### src/design/ggh_pkg.sv
// Package for the go-to-goal heading controller: widths, CORDIC angle table,
// register indexes and pi constants. No dependencies.
`timescale 1ns / 1ps
package ggh_pkg;
    localparam int ANG_MAX = 20;
    localparam int ATAN_STEPS_DEF = 14;
    localparam int CW = 35;          // CORDIC x/y width, covers gain on full-range deltas
    localparam int ZW = 24;          // angle accumulator width, Q.20
    localparam logic signed [ZW-1:0] PI_Q20 = 24'sd3294199;
    localparam logic signed [15:0] PI_Q12 = 16'sd12868;

    typedef enum logic [2:0] {
        REG_GOAL_X = 3'd0, REG_GOAL_Y = 3'd1, REG_WINDOW = 3'd2,
        REG_GAIN = 3'd3, REG_CRUISE = 3'd4, REG_SPIN = 3'd5
    } reg_idx_t;

    typedef struct packed {
        logic signed [CW-1:0] x;
        logic signed [CW-1:0] y;
        logic signed [ZW-1:0] z;
        logic                 zero;
    } cordic_t;

    function automatic logic signed [ZW-1:0] atan_q20(input int i);
        case (i)
            0: atan_q20 = 24'sd823550;  1: atan_q20 = 24'sd486170;
            2: atan_q20 = 24'sd256879;  3: atan_q20 = 24'sd130396;
            4: atan_q20 = 24'sd65451;   5: atan_q20 = 24'sd32757;
            6: atan_q20 = 24'sd16383;   7: atan_q20 = 24'sd8192;
            8: atan_q20 = 24'sd4096;    9: atan_q20 = 24'sd2048;
            10: atan_q20 = 24'sd1024;   11: atan_q20 = 24'sd512;
            12: atan_q20 = 24'sd256;    13: atan_q20 = 24'sd128;
            14: atan_q20 = 24'sd64;     15: atan_q20 = 24'sd32;
            16: atan_q20 = 24'sd16;     17: atan_q20 = 24'sd8;
            18: atan_q20 = 24'sd4;      19: atan_q20 = 24'sd2;
            default: atan_q20 = '0;
        endcase
    endfunction
endpackage

### src/design/ggh_cordic_cell.sv
// One vectoring CORDIC micro-rotation cell with an output register.
// Depends on ggh_pkg.
`timescale 1ns / 1ps
module ggh_cordic_cell #(
    parameter int STEP = 0
) (
    input  logic            aclk,
    input  logic            en,
    input  ggh_pkg::cordic_t din,
    output ggh_pkg::cordic_t dout
);
    ggh_pkg::cordic_t next;

    // Rotate toward the x axis by atan(2^-STEP)
    always_comb begin
        next = din;
        if (!din.y[ggh_pkg::CW-1]) begin
            next.x = din.x + (din.y >>> STEP);
            next.y = din.y - (din.x >>> STEP);
            next.z = din.z + ggh_pkg::atan_q20(STEP);
        end else begin
            next.x = din.x - (din.y >>> STEP);
            next.y = din.y + (din.x >>> STEP);
            next.z = din.z - ggh_pkg::atan_q20(STEP);
        end
    end

    always_ff @(posedge aclk) begin
        if (en) begin
            dout <= next;
        end
    end
endmodule

### src/design/ggh_cordic_chain.sv
// Registered prerotation followed by a row of CORDIC cells, then rounding and clamping to Q3.12.
// Depends on ggh_pkg and ggh_cordic_cell.
`timescale 1ns / 1ps
module ggh_cordic_chain #(
    parameter int ATAN_STEPS = ggh_pkg::ATAN_STEPS_DEF
) (
    input  logic                          aclk,
    input  logic                          en,
    input  logic signed [ggh_pkg::CW-1:0] y_in,
    input  logic signed [ggh_pkg::CW-1:0] x_in,
    output logic signed [14:0]            angle
);
    localparam int N = (ATAN_STEPS < ggh_pkg::ANG_MAX) ? ATAN_STEPS : ggh_pkg::ANG_MAX;

    ggh_pkg::cordic_t stage [N+1];
    ggh_pkg::cordic_t pre;
    logic signed [ggh_pkg::ZW-1:0] zr;
    logic signed [ggh_pkg::ZW-9:0] zs;

    // Fold the left half plane onto the right half plane
    always_comb begin
        pre.x = x_in;
        pre.y = y_in;
        pre.z = '0;
        pre.zero = (x_in == '0) && (y_in == '0);
        if (x_in[ggh_pkg::CW-1]) begin
            pre.x = -x_in;
            pre.y = -y_in;
            pre.z = y_in[ggh_pkg::CW-1] ? -ggh_pkg::PI_Q20 : ggh_pkg::PI_Q20;
        end
    end

    always_ff @(posedge aclk) begin
        if (en) begin
            stage[0] <= pre;
        end
    end

    for (genvar i = 0; i < N; i++) begin : g_cell
        ggh_cordic_cell #(.STEP(i)) u_cell (
            .aclk(aclk), .en(en), .din(stage[i]), .dout(stage[i+1])
        );
    end

    // Round half up, clamp to +/- pi; a zero vector gives zero
    always_comb begin
        zr = stage[N].z + ggh_pkg::ZW'(128);
        zs = zr[ggh_pkg::ZW-1:8];
        if (stage[N].zero) begin
            angle = '0;
        end else if (zs > 16'sd12868) begin
            angle = 15'sd12868;
        end else if (zs < -16'sd12868) begin
            angle = -15'sd12868;
        end else begin
            angle = zs[14:0];
        end
    end
endmodule

### config.mk
export PLATFORM = sky130hd
export DESIGN_NAME = ggh_cordic_chain
export DESIGN_NICKNAME = d
export VERILOG_FILES = /design/src/design/ggh_pkg.sv /design/src/design/ggh_cordic_cell.sv /design/src/design/ggh_cordic_chain.sv
export SDC_FILE = /design/constraint.sdc
export NUM_CORES = 2
export LEC_CHECK = 0
export BUFFER_PORTS_ARGS = -buffer_cell sky130_fd_sc_hd__clkbuf_2
export CORE_ASPECT_RATIO = 1.5
export CORE_MARGIN = 2
export CORE_UTILIZATION = 40
export CTS_CLUSTER_SIZE = 24
export DETAILED_ROUTE_END_ITERATION = 7
export SETUP_SLACK_MARGIN = 0.15
export SYNTH_ARGS = -nofsm -noshare
export SYNTH_HDL_FRONTEND = slang
export SYNTH_SLANG_ARGS = --single-unit
### constraint.sdc
create_clock -name aclk -period 13.2 [get_ports aclk]
set_clock_uncertainty 0.2 [all_clocks]
set_input_delay 1.32 -clock aclk [delete_from_list [all_inputs] [get_ports aclk]]
set_output_delay 1.32 -clock aclk [all_outputs]
set_load 0.02 [all_outputs]
==> metrics.yaml <==
drive_gt1_share_pct: 4.49
synth_common_cells: "edfxtp_1, a21oi_1, ha_1, nor2_1, xnor2_1"
slowest_stage: "o31ai_1"
fmax_mhz: 147
setup_ws_ns: 6.38
fill_cells: 24500
vias: 83100
synth_area_per_cell_um2: 9.29
maxSlewHeadroom_pct: -1.62
syn_area_mm2: 0.103
start_util_pct: 40.3
post_cts_buffers: 0
ys_seq_area_share_pct: 34.9
path_max_fanout: 5
seq_area_mm2: 0.0358
ant_nets: 0
cts_sinks: 1193
maxSlewViolCount: 5
hpwl_mm: 271
hp-class: "reg -> reg"
gp_congestion: 1.07
netlist_instances: 11100
post-synth-top-count-cell: "edfxtp_1"
die_w_um: 418
grt_max_degree: 141
syn-num-nets: 12300
htree_levels: 4
rsz0062_at_grt: "false"
cp-start-kind: "flip-flop"
port_buffers: 86
cp.required_ns: 13.55
maxCapViolCount: 3
post-route-min-period_ns: 6.82
die-height_um: 625
drtIter0Drc: 4307
hold_depth: 0
post-route-period-util_pct: 51.6
wl_mm: 333
first_global_vias: 86000
cts_root_buf: "clkbuf_16"
drc: 0
ff2ff_path_depth: 18
io_pins: 87
yosys_warnings: 0
crit_arrival_ns: 7.17
preCtsSetupSlack_ns: 6.69
end_kind: "flip-flop"
grt_busiest_layer: "met2"
synth_largest_area_cell: "edfxtp_1"
setup_viol: 0
critPathKind: "reg -> reg"
antenna_found_initial: 31
post_drt_wl_per_cell_um: 22.6
dr.pass1.iters: 6
synth.area.top_cells: "edfxtp_1, ha_1, xnor2_1, a21oi_1, xor2_1"
cts-hold-fix-buffers: 0
path_cells: "nor3_1 > nand2b_1 > nor4_1 > nor3b_1 > nor2_1 > xnor2_1 > ha_1 > a21o_1 > a21o_1 > a221o_1 > o31ai_1 > nand2_1 > a21oi_1 > o211ai_1 > o31a_1 > a311o_1 > a21oi_1 > xnor2_1"
ys.flop_type: "edfxtp_1"
setup-tns-final_ns: 0
layout.nets: 12500
hold_violations: 0
cpPeakStageDelay_ns: 1.04
use_met2_pct: 51.8
post_cts_resized: 0
grt_pass1_wl_mm: 491
cts_tree: "yes"
synth.top_cell.area_share_pct: 34.9
rows: 227
violations: "max-capacitance violations, max-slew violations"
synth_seq_cells: 1193
instances_no_fill: 14700
grtUsageMet1_pct: 16.9
die_area_mm2: 0.261
gr-usage-all-layers_pct: 24.8
async_reset_ff_share_pct: 0
grt_overflow: 0
syn2layout_area_growth_pct: 9.25
placed_cells: 14400
worst_slew_pin_slew_ns: 1.51
cts_buffer_depth: 4
yosysUniqueCellTypes: 82
multi_input_area_mm2: 0.0641
synth-edff-count: 1193
coreArea_mm2: 0.255
via_per_inst: 5.65
run_status: "complete, but fails checks"
clk_pin_slew_ns: 0.06
grt_util_met3_pct: 3.38
cts_buffers: 147
clock_latency_ns: 0.84
[state kept, by name (all words and copies together) (netlist names)]
register / cells
stage: 74
g_cell.u_cell.dout: 1119
[worst max-delay path: cells and delay by family, from the launching register on]
family	cells	cell delay (ns)
xor+xnor	2	0.27
simple gates	6	1.96
fa+ha+maj	1	0.36
flops	1	0.48
compound gates	9	3.26
[cell type report]
| class | count | area share, % |
|---|---|---|
| diodes | 91 | 0.203 |
| clock buffers | 175 | 3.41 |
| clock inverters | 75 | 0.614 |
| inverters | 572 | 1.91 |
| multi-input cells | 9101 | 57.1 |
| flip-flops and latches | 1193 | 31.9 |
| well taps | 3320 | 3.70 |
| repair buffers | 189 | 1.10 |
[through the flow]
step	area [µm²]	hold slack, ns	utilization [%]
CTS	112000	0.209	43.9
global route	112000	0.223	44.0
global placement	107000	0.203	42.1
detailed placement	107000	0.205	42.1
finish	112000	0.212	44.0
floorplan	103000	0.200	-
[per-layer routing]
layer	wire length, µm	up-vias
met5	47	-
met1	90800	39100
met2	190000	1984
met3	9540	1206
li1	-	40800
met4	41900	6
[cell usage in the layout (no fill, tap or decap), types with 31 or more instances in the layout]
master / count
a21o_1: 430
fa_1: 40
mux2i_1: 36
xor2_1: 526
a211oi_1: 88
o31ai_1: 55
clkbuf_2: 85
o21bai_1: 121
o21ai_0: 564
diode_2: 91
or4_1: 38
a21boi_0: 38
or3_1: 66
buf_4: 101
xnor2_1: 1062
a21oi_1: 1177
nand3_1: 181
nand2_1: 601
o21a_1: 143
o41ai_1: 57
nor4_1: 106
o211ai_1: 49
ha_1: 1140
nor3_1: 328
a31oi_1: 140
and3_1: 102
edfxtp_1: 1193
or2_2: 39
inv_1: 567
nor2b_1: 146
and2_1: 80
nand2b_1: 163
nor2_1: 1114
nand4_1: 70
clkbuf_16: 149
nor3b_1: 31
[cell families after synthesis]
family                     count (synthesis)  synth area share [%]
and+or+nand+nor                         3131                  14.5
xor gates and xnor gates                1594                  13.6
adders and majority gates               1182                  14.7
buffers and inverters                    760                  2.78
AOI/OAI and AO/OA                       3134                  19.0
muxes                                     60                 0.614
DFF                                     1193                  34.9
[final timing paths]
path,end,slack [ns],startpoint
worst max-delay path,g_cell[8].u_cell.dout[93]$_DFFE_PP_,6.38,g_cell[7].u_cell.dout[35]$_DFFE_PP_
worst min-delay path,g_cell[11].u_cell.dout[0]$_DFFE_PP_,0.21,g_cell[10].u_cell.dout[0]$_DFFE_PP_
worst max register to register,g_cell[8].u_cell.dout[93]$_DFFE_PP_,6.38,g_cell[7].u_cell.dout[35]$_DFFE_PP_
worst min register to register,g_cell[11].u_cell.dout[0]$_DFFE_PP_,0.21,g_cell[10].u_cell.dout[0]$_DFFE_PP_
Power is not shown: default switching activity piles up to over one toggle a cycle in this logic, so the estimate is an artifact.
